<file path="src/hw/rtl/polynomial_term_store_multiply_defines.svh">
// Assertion macros for the polynomial term store.
// No dependencies; the including module provides clk and rst_n.
`ifndef POLYNOMIAL_TERM_STORE_MULTIPLY_DEFINES_SVH
`define POLYNOMIAL_TERM_STORE_MULTIPLY_DEFINES_SVH

// Same-cycle implication, checked out of reset
`define PTSM_ASSERT_IMPL(lbl, ante, cons, msg) \
  lbl: assert property (@(posedge clk) disable iff (!rst_n) (ante) |-> (cons)) \
    else $error(msg);

// Next-cycle implication, checked out of reset
`define PTSM_ASSERT_NEXT(lbl, ante, cons, msg) \
  lbl: assert property (@(posedge clk) disable iff (!rst_n) (ante) |=> (cons)) \
    else $error(msg);

`endif

</file>
<file path="src/hw/rtl/ptsm_pkg.sv">
// Shared codes and types for the polynomial term store.
// No dependencies; imported by every module of the block.
package ptsm_pkg;

  // Operation codes carried by in_mode
  localparam logic [2:0] MODE_ADD    = 3'd0;
  localparam logic [2:0] MODE_REMOVE = 3'd1;
  localparam logic [2:0] MODE_MULT   = 3'd2;
  localparam logic [2:0] MODE_SHOW   = 3'd3;
  localparam logic [2:0] MODE_CLEAR  = 3'd4;

  // Result status codes
  localparam logic [1:0] STS_OK     = 2'd0;
  localparam logic [1:0] STS_DUP    = 2'd1;
  localparam logic [1:0] STS_ABSENT = 2'd2;
  localparam logic [1:0] STS_RANGE  = 2'd3;

  // Term store selected for emission
  localparam logic [1:0] SRC_A = 2'd0;
  localparam logic [1:0] SRC_B = 2'd1;
  localparam logic [1:0] SRC_C = 2'd2;

  // Store address width, wide enough for the product store
  localparam int STORE_AW = 6;

  // One command to a term store per cycle
  typedef struct packed {
    logic                wr;   // write coefficient, mark present
    logic                del;  // mark absent
    logic                clr;  // mark all absent
    logic                rd;   // read coefficient into output register
    logic [STORE_AW-1:0] addr;
  } store_cmd_t;

endpackage

</file>
<file path="src/hw/rtl/ptsm_mul.sv">
// Coefficient multiplier, low COEF_W bits of the product.
// Depends on ptsm_pkg. Registered multiply up to 32 bits, else three partial products.
module ptsm_mul
  import ptsm_pkg::*;
#(
  parameter int COEF_W = 32
) (
  input  logic              clk,
  input  logic              rst_n,
  input  logic              start,
  input  logic [COEF_W-1:0] a,
  input  logic [COEF_W-1:0] b,
  output logic              done,
  output logic [COEF_W-1:0] p
);

  generate
    if (COEF_W <= 32) begin : g_narrow
      logic              done_r;
      logic [COEF_W-1:0] p_r;

      // single registered multiply
      always_ff @(posedge clk) begin
        if (!rst_n) begin
          done_r <= 1'b0;
        end else begin
          done_r <= start;
        end
      end

      always_ff @(posedge clk) begin
        if (start) begin
          p_r <= COEF_W'(a * b);
        end
      end

      assign done = done_r;
      assign p    = p_r;
    end else begin : g_wide
      localparam int HW = COEF_W - 32;
      localparam logic [1:0] LAST_STEP = 2'd2;

      logic              busy_r;
      logic              done_r;
      logic [1:0]        step_r;
      logic [COEF_W-1:0] a_r;
      logic [COEF_W-1:0] b_r;
      logic [COEF_W-1:0] acc_r;
      logic [31:0]       mx;
      logic [31:0]       my;
      logic [63:0]       mp;

      // operand pair per step: lo*lo, lo*hi, hi*lo
      always_comb begin
        case (step_r)
          2'd0: begin
            mx = a_r[31:0];
            my = b_r[31:0];
          end
          2'd1: begin
            mx = a_r[31:0];
            my = 32'(b_r[COEF_W-1:32]);
          end
          default: begin
            mx = 32'(a_r[COEF_W-1:32]);
            my = b_r[31:0];
          end
        endcase
      end

      assign mp = {32'b0, mx} * {32'b0, my};

      // step control
      always_ff @(posedge clk) begin
        if (!rst_n) begin
          busy_r <= 1'b0;
          done_r <= 1'b0;
          step_r <= 2'd0;
        end else begin
          done_r <= 1'b0;
          if (start) begin
            busy_r <= 1'b1;
            step_r <= 2'd0;
          end else if (busy_r) begin
            step_r <= step_r + 2'd1;
            if (step_r == LAST_STEP) begin
              busy_r <= 1'b0;
              done_r <= 1'b1;
            end
          end
        end
      end

      // operands and accumulator; cross terms only reach the high part
      always_ff @(posedge clk) begin
        if (start) begin
          a_r <= a;
          b_r <= b;
        end else if (busy_r) begin
          if (step_r == 2'd0) begin
            acc_r <= COEF_W'(mp);
          end else begin
            acc_r <= acc_r + {mp[HW-1:0], 32'b0};
          end
        end
      end

      assign done = done_r;
      assign p    = acc_r;
    end
  endgenerate

endmodule

</file>
<file path="config.mk">
export PLATFORM = sky130hd
export DESIGN_NAME = ptsm_mul
export DESIGN_NICKNAME = d
export VERILOG_FILES = /design/src/hw/rtl/polynomial_term_store_multiply_defines.svh /design/src/hw/rtl/ptsm_pkg.sv /design/src/hw/rtl/ptsm_mul.sv
export SDC_FILE = /design/constraint.sdc
export NUM_CORES = 1
export LEC_CHECK = 0
export BUFFER_PORTS_ARGS = -buffer_cell sky130_fd_sc_hd__buf_2
export CORE_MARGIN = 5
export CORE_UTILIZATION = 49
export CTS_BUF_LIST = sky130_fd_sc_hd__clkbuf_8 sky130_fd_sc_hd__clkbuf_16
export DETAILED_ROUTE_END_ITERATION = 7
export PLACE_DENSITY = 0.69
export SYNTH_ARGS = -nofsm -noshare
export SYNTH_HDL_FRONTEND = slang
export SYNTH_SLANG_ARGS = --single-unit
</file>
<file path="constraint.sdc">
create_clock -name clk -period 9.5 [get_ports clk]
set_clock_uncertainty 0.15 [all_clocks]
set_input_delay 2.85 -clock clk [delete_from_list [all_inputs] [get_ports clk]]
set_output_delay 2.85 -clock clk [all_outputs]
set_load 0.03 [all_outputs]
</file>
## After elaboration in Yosys (flattened, before gate mapping)

Index checks and enable logic that the tools add are counted.

- $add $sub $neg: 0
- $lt $le $gt $ge: 0
- Eq/ne operators: 0
- Mux-type cells: 0
- Reductions and logical operators: 0
- Divide/modulo/power cells: 0
- Bitwise operators: 0
- $mul: 1
- Shift operators: 0

Operators with widths:

| kind | count |
|---|---|
| $mul A32 B32 Y32 | 1 |

- Bits in read-only memories: 0
- Output and inout port bits: 33
- Logic and storage cells: 3
- Latch bits: 0
- Memory bits (writable): 0
- Register bits: 33
- Memories kept: 0

## Depth between registers and ports, before layout

- Word-level depth: 1
- Depth in mapped cells: 25
- Depth with buffers taken out: 24

## Worst setup path before layout

OpenSTA, ideal clock, no wires.

- Path type: input port to flip-flop
- Start: input b[2]
- End: register g_narrow.p_r[30], in the netlist p[30], data pin
- Arrival time: 8.955 ns
- Slack: 0.140 ns
- Stages: 24
- Cell sequence: clkbuf_1 -> clkbuf_1 -> and2_1 -> fa_1 -> inv_1 -> fa_1 -> fa_1 -> fa_1 -> inv_1 -> fa_1 -> inv_1 -> fa_1 -> inv_1 -> fa_1 -> fa_1 -> ha_1 -> nand2_1 -> nor2_1 -> nand2_1 -> or2_2 -> a31oi_1 -> a21o_1 -> nand2_1 -> a31o_1

- Cells in the longest elaborated chain, start to end: 1

RTL lines:

| what | line | text |
|---|---|---|
| start, declared | ptsm_mul.sv:12 | `input logic [COEF_W-1:0] b,` |
| $mul A32 B32 Y32 | ptsm_mul.sv:33 | `p_r <= COEF_W'(a * b);` |
| end signal, assigned | ptsm_mul.sv:33 |  |
| end, declared | ptsm_mul.sv:20 | `logic [COEF_W-1:0] p_r;` |

No other way between the ends.
A chain may end at the register's enable or synchronous reset.

## Worst setup path after layout

- Start: input b[2]
- End: register g_narrow.p_r[27], in the netlist p[27], data pin

Same word-level chain as after synthesis.

==> results.toml <==
[logic_synthesis]
synthSimpleGateAreaFrac_pct = 18.9
synth_cells = 1736
muxShareOfSynthArea_pct = 0
synth.distinct_cells = 45
syn_nets = 2334
postSynthAreaPerCell_sq_um = 9.62
ys_async_sr_fraction_pct = 0
synth_top_flop_cell = "edfxtp_1"
synth.area.top_cells = "fa_1 (49%), and2_1 (14%), ha_1 (9.2%)"
synthDominantCellAreaShare_pct = 48.9
ys_seq_elements = 33
synthAdderAreaFrac_pct = 58.1
synth-warning-count = 0
synth_area_sq_um = 16700
synth_compound_area_share_pct = 2.79
synth_xor_area_share_pct = 4.40
synth-edff-count = 32
synth_top_family_by_area = "adder cells"
yosysTopAreaCell = "fa_1"
ys_seq_area_share_pct = 5.87

[placed_design]
place_hpwl_mm = 39.3
place.gp.congestion = 0.878
dp.cells = 2292
port_buffers = 99

[setup_path]
cp-start-kind = "input port"
critPathMaxFanout = 17
cp.arrival_ps = 9180
worst-setup-path-type = "in2reg"
required_ps = 9390
end_kind = "register"

[grt]
grt_max_degree = 34
grt.overflow.total = 0
grt_pass1_wl_mm = 72.4
grt_pass1_vias = 13400
grt_use_total_pct = 24.2
antenna_found_initial = 2

[die]
die_h_microns = 195
coreArea_sq_um = 33600
die_w_microns = 195
dieArea_sq_um = 37900
io_pins = 100
rows = 67
start_util_pct = 49.7

[route]
first_pass_iters = 5
routedWlPerCell_microns = 19.5
drtAntennaViolNets = 0
routed_wl_mm = 44.8
routed_via_density = 5.22
route.detailed.drc = 0
vias = 12000
drtIter0Drc = 646

[finish]
postLayoutCoreUtil_pct = 54.7
drive_above_1_share_pct = 11.5
nNetsFinal = 2449
layout.cells.non_filler = 2301
syn2layout_area_growth_pct = 10.2

[clocking]
cts.path.max_buffers = 2
tritoncts = "yes"
clkSinkCount = 33
cts_hold_buf = 0
cts_root_buf = "clkbuf_16"
cts.clk_slew.worst_paths_ps = 60
cts_buffers = 5
cts.htree.levels = 2

[sta]
fin_crit_sh_pct = 97.8
finalHoldViolCount = 0
max_slew_margin_pct = 47.0
finalSetupTns_ps = 0
worst_pin_slew_ps = 795
final.min_clock_period_ps = 9290
report.final.slew_viol_count = 0
max_freq_mhz = 108
finalSetupViolations = 0

[hold_path]
hold_class = "in2reg"

[job]
max-cap-violations = 0

[status]
outcome = "complete, no violations"
-- layer usage --
metal	GRT usage [%]	part of all wire [%]	up-vias
met1	32.8	41	6193
met2	39.5	47	464
met4	8.05	3.6	2
met5	0	0.016	-
li1	-	-	5282
met3	4.85	8.3	76
-- cells in the mapped netlist, types with 2 or more instances --
cell,n
fa_1,408
and2_1,369
inv_1,362
nand2_1,172
ha_1,123
clkbuf_1,79
xnor2_1,68
edfxtp_1,32
a21oi_1,22
xor2_1,16
nor2_1,14
o21ai_0,13
a21o_1,8
nor2b_1,4
o21a_1,4
a31oi_1,3
nand2b_1,3
nand3_1,3
a31o_1,2
and3_1,2
nand4_1,2
nor3_1,2
o211ai_1,2
o21ai_1,2
-- critical path, cell delays in order --
cell and delay (ps):
buf_4 180, and2_1 180, fa_1 540, inv_1 50, fa_1 490, fa_1 460
fa_1 550, inv_1 60, fa_1 500, inv_1 60, fa_1 530, inv_1 50
fa_1 490, fa_1 410, ha_1 250, buf_4 160, a21oi_1 120, o221ai_1 150
a21oi_1 200, o31ai_2 130, a22o_1 280, buf_4 140, o21a_1 160, nor2_1 110
xnor2_1 80
-- placed cells by master, fill, tap and decap left out, types with 2 or more instances in the layout --
cell type,Yosys,final
a21o_1,8,8
a21oi_1,22,20
a31o_1,2,2
a31oi_1,3,3
and2_1,369,369
and3_1,2,2
buf_12,0,4
buf_2,1,96
buf_4,0,86
clkbuf_16,0,5
clkbuf_4,0,2
clkbuf_8,0,2
edfxtp_1,32,32
fa_1,408,407
ha_1,123,120
ha_4,0,3
inv_1,362,362
nand2_1,172,172
nand2b_1,3,3
nand3_1,3,3
nand4_1,2,2
nor2_1,14,13
nor2b_1,4,4
nor3_1,2,2
o211ai_1,2,2
o21a_1,4,4
o21ai_0,13,13
o21ai_1,2,2
xnor2_1,68,68
xor2_1,16,16
-- through the flow --
| stage | hold slack [ps] | setup WS [ps] | area (sq um) |
|---|---|---|---|
| after global routing | 2640 | -7.86 | 18400 |
| after global placement | 2910 | -80.6 | 18200 |
| after CTS | 2630 | 123 | 18300 |
| final | 2630 | 206 | 18400 |
| after detailed placement | 2920 | -185 | 18200 |
| after floorplan | 2810 | 140 | 16700 |
-- registers in the layout (all words and copies together) (netlist names) --
signal / cells
done: 1
p: 32
-- repair_timing --
action | in CTS | in global routing
setup buffers | 0 | 0
gates resized for setup | 0 | 12
endpoints found under the setup margin | 0 | 7
-- kinds of logic after synthesis --
group	after synthesis
AO/OA/AOI/OAI	69
XOR/XNOR	84
adder cells (fa/ha/maj)	531
buffers and inverters	442
flip-flops	33
AND/OR/NAND/NOR	577
-- cell type report --
| cell class | count | area (sq um) |
|---|---|---|
| Fill cell | 2999 | 15200 |
| Multi-Input combinational cell | 1261 | 14100 |
| Inverter | 362 | 1360 |
| Timing Repair Buffer | 188 | 1220 |
| Antenna cell | 1 | 2.50 |
| Clock inverter | 1 | 5.00 |
| Tap cell | 448 | 561 |
| Sequential cell | 33 | 981 |
| Clock buffer | 7 | 153 |
-- worst paths after layout --
kind / start / endpoint / slack, ps / depth (start not counted)
setup / recovery: b[2] / p[27] / 210 / 25
hold / removal: rst_n / done / 2630 / 2
Power is not shown: default switching activity piles up to over one toggle a cycle in this logic, so the estimate is an artifact.
