<file path="src/hw/rtl/polynomial_term_store_multiply_defines.svh">
// Assertion macros for the polynomial term store.
// No dependencies; the including module provides clk and rst_n.
`ifndef POLYNOMIAL_TERM_STORE_MULTIPLY_DEFINES_SVH
`define POLYNOMIAL_TERM_STORE_MULTIPLY_DEFINES_SVH

// Same-cycle implication, checked out of reset
`define PTSM_ASSERT_IMPL(lbl, ante, cons, msg) \
  lbl: assert property (@(posedge clk) disable iff (!rst_n) (ante) |-> (cons)) \
    else $error(msg);

// Next-cycle implication, checked out of reset
`define PTSM_ASSERT_NEXT(lbl, ante, cons, msg) \
  lbl: assert property (@(posedge clk) disable iff (!rst_n) (ante) |=> (cons)) \
    else $error(msg);

`endif

</file>
<file path="src/hw/rtl/ptsm_pkg.sv">
// Shared codes and types for the polynomial term store.
// No dependencies; imported by every module of the block.
package ptsm_pkg;

  // Operation codes carried by in_mode
  localparam logic [2:0] MODE_ADD    = 3'd0;
  localparam logic [2:0] MODE_REMOVE = 3'd1;
  localparam logic [2:0] MODE_MULT   = 3'd2;
  localparam logic [2:0] MODE_SHOW   = 3'd3;
  localparam logic [2:0] MODE_CLEAR  = 3'd4;

  // Result status codes
  localparam logic [1:0] STS_OK     = 2'd0;
  localparam logic [1:0] STS_DUP    = 2'd1;
  localparam logic [1:0] STS_ABSENT = 2'd2;
  localparam logic [1:0] STS_RANGE  = 2'd3;

  // Term store selected for emission
  localparam logic [1:0] SRC_A = 2'd0;
  localparam logic [1:0] SRC_B = 2'd1;
  localparam logic [1:0] SRC_C = 2'd2;

  // Store address width, wide enough for the product store
  localparam int STORE_AW = 6;

  // One command to a term store per cycle
  typedef struct packed {
    logic                wr;   // write coefficient, mark present
    logic                del;  // mark absent
    logic                clr;  // mark all absent
    logic                rd;   // read coefficient into output register
    logic [STORE_AW-1:0] addr;
  } store_cmd_t;

endpackage

</file>
<file path="src/hw/rtl/ptsm_term_store.sv">
// One term store: coefficient memory plus presence bits per exponent.
// Depends on ptsm_pkg for the command struct.
module ptsm_term_store
  import ptsm_pkg::*;
#(
  parameter int DEPTH  = 32,
  parameter int COEF_W = 32
) (
  input  logic              clk,
  input  logic              rst_n,
  input  store_cmd_t        cmd,
  input  logic [COEF_W-1:0] wdata,
  output logic [COEF_W-1:0] rd_data,
  output logic [DEPTH-1:0]  present
);

  localparam int AW = $clog2(DEPTH);

  logic [COEF_W-1:0] mem [DEPTH];
  logic [COEF_W-1:0] rd_data_r;
  logic [DEPTH-1:0]  present_r;
  logic [AW-1:0]     addr;

  assign addr = cmd.addr[AW-1:0];

  // coefficient memory, registered read
  always_ff @(posedge clk) begin
    if (cmd.wr) begin
      mem[addr] <= wdata;
    end
    if (cmd.rd) begin
      rd_data_r <= mem[addr];
    end
  end

  // presence bits
  always_ff @(posedge clk) begin
    if (!rst_n) begin
      present_r <= '0;
    end else if (cmd.clr) begin
      present_r <= '0;
    end else if (cmd.wr) begin
      present_r[addr] <= 1'b1;
    end else if (cmd.del) begin
      present_r[addr] <= 1'b0;
    end
  end

  assign rd_data = rd_data_r;
  assign present = present_r;

endmodule

</file>
<file path="config.mk">
export PLATFORM = sky130hd
export DESIGN_NAME = ptsm_term_store
export DESIGN_NICKNAME = d
export VERILOG_FILES = /design/src/hw/rtl/polynomial_term_store_multiply_defines.svh /design/src/hw/rtl/ptsm_pkg.sv /design/src/hw/rtl/ptsm_term_store.sv
export SDC_FILE = /design/constraint.sdc
export NUM_CORES = 1
export LEC_CHECK = 0
export ABC_AREA = 1
export BUFFER_PORTS_ARGS = -buffer_cell sky130_fd_sc_hd__buf_2
export CAP_MARGIN = 20
export CORE_MARGIN = 10
export CORE_UTILIZATION = 60
export CTS_CLUSTER_SIZE = 40
export DETAILED_ROUTE_END_ITERATION = 8
export GPL_TIMING_DRIVEN = 1
export MAX_ROUTING_LAYER = met4
export PLACE_DENSITY = 0.76
export SYNTH_ARGS = -nofsm -noshare
export SYNTH_HDL_FRONTEND = slang
export SYNTH_SLANG_ARGS = --single-unit
</file>
<file path="constraint.sdc">
create_clock -name clk -period 2.77 [get_ports clk]
set_input_delay 0.277 -clock clk [delete_from_list [all_inputs] [get_ports clk]]
set_output_delay 0.277 -clock clk [all_outputs]
set_load 0.02 [all_outputs]
</file>
# After elaboration in Yosys (flattened, before gate mapping)
# Memories as Yosys holds them, arrays and structs flattened. A register that Yosys moved wholly into a read port is not among the register bits.
# Index checks and enable logic that the tools add are counted.
# op_classes
n_reduce_logical,3
n_lt_le_gt_ge,2
n_bitwise,4
n_mux,6
# ops
cell,count
32-bit two-way mux,2
32-bit AND,1
32-bit NOT,1
32-bit OR,1
"5-bit by 6-bit < comparator with 1-bit output, second input constant",1
1-bit demux with 5-bit select,1
"5-bit by 1-bit >= comparator with 1-bit output, second input constant",1
1-bit two-way mux,3
2-bit nonzero test,1
2-bit OR reduction,1
1-bit logical AND,1
1-bit NOT,1
# totals
input_bits,44
mem_count,1
word_cells,17
out_inout_bits,64
register_bits,32
ram_bits,1024
# memory_table
memory,depth,word_bits,rd,rd_clocked_by_memory_dff,write_ports,line_no,text
mem,32,32,1,1,1,ptsm_term_store.sv:19,logic [COEF_W-1:0] mem [DEPTH];

# Depth between registers and ports, before layout
# Gate-level depths: netlist of the first run.
# logic_depth
ltp_word,8
mapped_depth,11
depth_no_buf,9

# Worst setup path after synthesis of the first run
# OpenSTA, ideal clock, no wires.
# synth_path
kind,input port to flip-flop
start,input cmd[0] in the netlist's numbering
end,"memory mem[10][0], enable pin"
required_time_ns,2.383
setup_time_ns,0.387
cell_stages,6
arrival_ns,1.731
path_slack_ns,0.653
n_path_buf,3
cell_sequence,buf_2 buf_2 nor2_1 buf_2 nand3_1 inv_1
# synth_rtl
item,line_no,text
from (decl),ptsm_term_store.sv:11,"input store_cmd_t cmd,"
to (decl),ptsm_term_store.sv:19,
# No word-level cell before the write port.

# Final worst setup path of the first run
# layout_path
start,register rd_data_r[14] (netlist: rd_data[14]) (read register of mem)
end,output rd_data[14]
# layout_rtl
item,line_no,text
from (decl),ptsm_term_store.sv:20,logic [COEF_W-1:0] rd_data_r;
to (decl),ptsm_term_store.sv:13,"output logic [COEF_W-1:0] rd_data,"
# No word-level cell between the ends.

==> results of run 1 <==
## cells in the mapped netlist
cell,count,area share
nand3_1,52,0.0058
nor3_1,1,0.00011
dfxtp_1,32,0.014
o31ai_1,2,0.00034
edfxtp_1,1056,0.71
or2_2,1,0.00014
buf_2,84,0.0094
nor3_2,5,0.0011
clkbuf_1,98,0.0083
inv_1,43,0.0036
a21oi_1,32,0.0036
buf_1,31,0.0026
buf_4,1,0.00017
nor2_1,72,0.0061
nand2_1,2765,0.23
inv_2,2,0.00017
## power groups by stage
stage | sequential, uW | combinational, uW | clock (uW)
2_1_floorplan | 18800 | 1080 | 0
3_3_place_gp | 18700 | 1900 | 0
3_5_place_dp | 18700 | 1950 | 0
4_1_cts | 18400 | 1970 | 13800
5_1_grt | 18400 | 2200 | 14400
6_report | 18400 | 1990 | 13700
## state kept, by name, summed over array words and instances, names as in the netlist, named ones only
| name | flops |
|---|---|
| mem | 1024 |
| rd_data | 32 |
## per-layer routing
metal	global-route usage	wire [um]
met5	-	0
met1	0.3470	43620
met3	0.03934	11200
met4	0.1200	5259
met2	0.4515	56980
## area by class of cell
cell class,count,share of cell area
antenna,10,0.0004992
clock buffer,126,0.05484
sequential,1088,0.6454
tap,959,0.02394
multi-input combinational,2930,0.2231
clock inverter,66,0.01088
inverter,45,0.003669
timing repair buffer,200,0.03769
## per-stage QoR
step | hold WS, ns | instance area [um2] | utilization | power, uW
after global routing | 0.08532 | 50120 | 0.6835 | 35000
after CTS | 0.05769 | 50090 | 0.6830 | 34150
after floorplan | 0.3759 | 44580 | - | 19830
final | 0.08220 | 50130 | 0.6836 | 34090
after global placement | 0.4491 | 46790 | 0.6381 | 20600
after detailed placement | 0.4494 | 46790 | 0.6381 | 20650
## cells by family after synthesis
group           share of synthesized area
buf+inv                           0.02425
flops                              0.7257
compound gates                   0.003929
simple gates                       0.2461
## final timing paths
path | startpoint | end | slack, ns | cells past startpoint
worst max-delay path | rd_data[14]$_DFFE_PP_ | rd_data[14] | 1.07 | 1
worst min-delay path | cmd[6] | rd_data[24]$_DFFE_PP_ | 0.08 | 1
worst max register to register | mem[11][24]$_DFFE_PP_ | rd_data[24]$_DFFE_PP_ | 1.39 | 8
worst min register to register | flip-flop | flip-flop | 0.46 | 2
==> key figures, run 1 <==
Power
  • Pleak: 0.02101 uW
  • Worst IR Drop VDD: roughly 0.00069 V
  • Clock network power share: 0.403
  • Power per Cell Area: 680.1 nW/um2
  • Seq pwr share: 0.538
  • Cell-internal power: 26,510 uW
  • Net Sw Frac: 0.2224
  • Switch Pwr: about 7600 uW
  • Logic pwr share: 0.058

Die
  • Die area: around 86,000 um2
  • Row cnt: 99
  • Initial Util: 0.6079
  • Die Wd: 292.6 um
  • Die Height: 292.6 um
  • Core area: 73,330 um2
  • I/O pin count: 108

Place
  • Cells after DPL: 5,221
  • Hpwl dp: 61.08 mm
  • Place WS: 0.5336 ns
  • RePlAce Congestion: 0.8300
  • # port buffers: 106

Finish
  • Multi-input gate area: 11,180 um2
  • Commonest non-fill, non-tap cell in the layout: nand2_1
  • Cell Count, Final, Fillers Out: 5,424
  • Layout cells sized above 1: 0.08822
  • # nets final: 4,414
  • Reg area: approximately 32,000 um2
  • Syn-to-layout area delta: 12.45%
  • Most frequent cells in the layout: nand2_1 (2,765), edfxtp_1 (1,056), clkbuf_16 (107)
  • Fillcell total: 5,075

Drt
  • Wire per inst: 21.58 um
  • Final wirelength: 117.1 mm
  • Pre-antenna DRT Iters: 6
  • Starting DRT DRC Count: 3,627
  • Vias after detailed routing: 30,530
  • Post-route antenna net violation count: 0
  • DRC: 0
  • Vias/cell: 5.629

GRT
  • Vias in the first global route: between 20,000 and 30,000
  • Pin count of the biggest net entering global routing: about 160
  • Initial antenna violation count: 10
  • Congestion Overflow GR: 0
  • GR Util All Layers: 0.2773
  • First-pass GRT wire length: 173.6 mm

Clock network
  • CTS Hold Bufs: 0
  • CTS Buf Count: 105
  • Reg clk slew, reported paths: 0.06 ns
  • Root Buffer: clkbuf_16
  • Cts repair resizes: 0
  • TritonCTS clock tree: done
  • Clock Path Buffers: 3
  • Clk Latency, worst-skew pair: about 0.68 ns
  • Htree depth: 3
  • Clock net sink count: ~1,100
  • Post-CTS setup buffer count: 0

Synth
  • Yosys Warn Count: 0
  • Count of cell types in the netlist: 16
  • Cells after Synth: about 4,300
  • Syn Std Cell Area: 44,580 um2
  • Sequential fraction of the synthesis area: 0.7257
  • Yosys reg bits: 1,088
  • Average cell area after synthesis: 10.42 um2
  • Syn_nets: around 4,300

Job
  • Max-capacitance violation count: 0

Timing
  • Fmax: about 590 MHz
  • Tcrit/Tclk final: 0.6136
  • Relative slew slack: 0.4599
  • RSZ-0062 raised after global routing: false
  • Final WS setup: 1.070 ns
  • Min Tclk post-route: around 1.7 ns
  • Endpoints failing setup: 0
  • Layout Skew: 0.02643 ns
  • Hold Fails Final Rpt: 0
  • Fin Setup TNS: 0 ns
  • Final Max Tran Viols: 0
  • Worst-Margin Slew: 0.8102 ns

Worst setup path
  • CP Max Fanout: 1
  • CP cell instances: buf_2
  • CP max stage delay: ~0.52 ns
  • Slowest stage cell, crit path: edfxtp_1
  • CP delay by family, top: flip-flops
  • Worst setup SP type: flip-flop
  • Critical path buffers and inverters: 1
  • Critical path arrival: roughly 1.4 ns
  • CP endpoint kind: output port
  • CP required: 2.49 ns
  • Critical Setup Path Class: flip-flop to output port

Status
  • Status: complete, no violations

Worst hold path
  • Worst Hold Class: primary input to flip-flop
Note: power is estimated with default switching activity, not from simulation.
==> run 2, diff against run 1 <==
==> constraint.sdc (replaced) <==
create_clock -name clk -period 1.6 [get_ports clk]
set_input_delay 0.16 -clock clk [delete_from_list [all_inputs] [get_ports clk]]
set_output_delay 0.16 -clock clk [all_outputs]
set_load 0.02 [all_outputs]
==> key figures, run 2 (synthesis gave the netlist of run 1 again) <==
Status
  • Status: finished, violations left
  • Failing checks: setup timing

Worst setup path
  • Critical Setup Path Class: flip-flop to output port
  • CP delay by family, top: flip-flops
  • Critical path buffers and inverters: 1
  • CP cell instances: buf_6
  • Critical Path Stages: 1
  • CP required: 1.44 ns
  • CP endpoint kind: output port
  • Critical path arrival: 1.45 ns
  • Worst setup SP type: flip-flop
  • CP max stage delay: between 0.5 and 0.6 ns
  • R2R depth: 9
  • Slowest stage cell, crit path: edfxtp_1
  • CP Max Fanout: 1
  • Setup slack, reg-to-reg: 0.20 ns

Finish
  • Syn-to-layout area delta: 19.16%
  • Fillcell total: 4,720
  • Multi-input gate area: about 11,000 um2
  • Most frequent cells in the layout: nand2_1 (2,764), edfxtp_1 (1,056), buf_4 (162)
  • Cell Count, Final, Fillers Out: 5,640
  • Number of flip-flops in the largest register: ~1,000
  • Commonest non-fill, non-tap cell in the layout: nand2_1
  • Layout cells sized above 1: 0.1287
  • # nets final: 4,634
  • Reg area: 32,350 um2
  • Most flops, register: mem

Drt
  • Pre-antenna DRT Iters: 8
  • Wire per inst: 21.61 um
  • Vias/cell: 5.631
  • Vias after detailed routing: between 30,000 and 40,000
  • Final wirelength: 121.9 mm
  • Post-route antenna net violation count: 0
  • DRC: 0
  • Starting DRT DRC Count: ~3,700

Die
  • Initial Util: 0.6079
  • Die Wd: 292.6 um
  • Row cnt: slightly below 100
  • Core area: around 73,000 um2
  • Die area: 85,600 um2
  • Die Height: 292.6 um
  • I/O pin count: ~110

Clock network
  • Clk Latency, worst-skew pair: 0.69 ns
  • Htree depth: 3
  • Clock net sink count: 1,088
  • Reg clk slew, reported paths: 0.07 ns
  • Root Buffer: clkbuf_16
  • Clock Path Buffers: 3
  • CTS Buf Count: 105
  • TritonCTS clock tree: done

GRT
  • Pin count of the biggest net entering global routing: 103
  • GR Util All Layers: 0.2896
  • First-pass GRT wire length: 182.9 mm
  • Congestion Overflow GR: 0
  • Vias in the first global route: between 30,000 and 40,000
  • Initial antenna violation count: 6

Timing
  • Final WS setup: -0.01286 ns
  • Layout Skew: approximately 0.025 ns
  • Worst-Margin Slew: 0.7721 ns
  • Fin Setup TNS: -0.01286 ns
  • Endpoints failing setup: 1
  • Fmax: just over 600 MHz
  • RSZ-0062 raised after global routing: true
  • Final Max Tran Viols: 0
  • Relative slew slack: 0.4853
  • Min Tclk post-route: about 1.6 ns
  • Hold Fails Final Rpt: 0
  • Tcrit/Tclk final: 1.008

Place
  • RePlAce Congestion: 0.9004
  • Hpwl dp: 74.25 mm
  • # port buffers: 106
  • Cells after DPL: 5,409

Worst hold path
  • Hold Path Depth: 1
  • Worst Hold Class: primary input to flip-flop

Power
  • Worst IR Drop VDD: roughly 0.0013 V
  • Power per Cell Area: 1136 nW/um2
  • Pleak: 0.02214 uW

Job
  • Max-capacitance violation count: 0
[run 2: cell types whose count changed in the layout (fill, tap and decap cells not counted), moves of 7 or more]
cell           delta
buf_12           +74
buf_4           +119
clkinv_2         -10
clkinvlp_4       +28
diode_2           -7
dlygate4sd3_1    +27
inv_2            -28
nand3_1          -13
nand3_2           +9
[run 2: stage by stage]
step	setup slack (ns)	total power, uW	util	hold slack [ns]	cell area, um2
final	-0.01286	60350	0.7244	0.02043	53120
after CTS	-0.04335	60430	0.7230	0.0003680	53020
after global placement	-0.2287	36100	0.6727	0.4455	49330
after detailed placement	-0.2369	36200	0.6727	0.4556	49330
after global routing	-0.02822	61970	0.7244	0.02606	53120
after floorplan	-0.2135	34370	-	0.2589	44830
[run 2: power breakdown]
part | internal, uW | switching, uW
sequential | 31700 | 130
clock | 13900 | 10700
combinational | 1210 | 2720
total | 46800 | 13500
[run 2: path summary, 6_finish.rpt]
path                                               to                  start
worst max-delay path                      rd_data[12]  rd_data[12]$_DFFE_PP_
worst min-delay path            mem[23][28]$_DFFE_PP_              wdata[28]
worst max register to register  rd_data[23]$_DFFE_PP_  mem[22][23]$_DFFE_PP_
worst min register to register              flip-flop              flip-flop
[run 2: area by class of cell]
class | count | area share
multi-input cells | 2930 | 0.2127
diodes | 3 | 0.0001413
repair buffers | 420 | 0.08585
clock inverters | 68 | 0.01317
flip-flops and latches | 1088 | 0.6090
inverters | 45 | 0.005512
clock buffers | 127 | 0.05102
well taps | 959 | 0.02259
[run 2: metal layers]
layer	track usage	vias to the layer above	wire (um)
met4	0.1364	0	6083
met1	0.3622	15050	45060
met2	0.4671	1796	59190
li1	-	14530	-
met3	0.04025	382	11530
met5	-	-	0
[run 2: what timing repair did]
action                     CTS  global route
pin swaps                    0             1
cloned                       0             2
buffers inserted             0             4
hold buffers                27             0
setup endpoints to repair    1            74
hold endpoints to repair   576             0
gates resized for setup      2             5
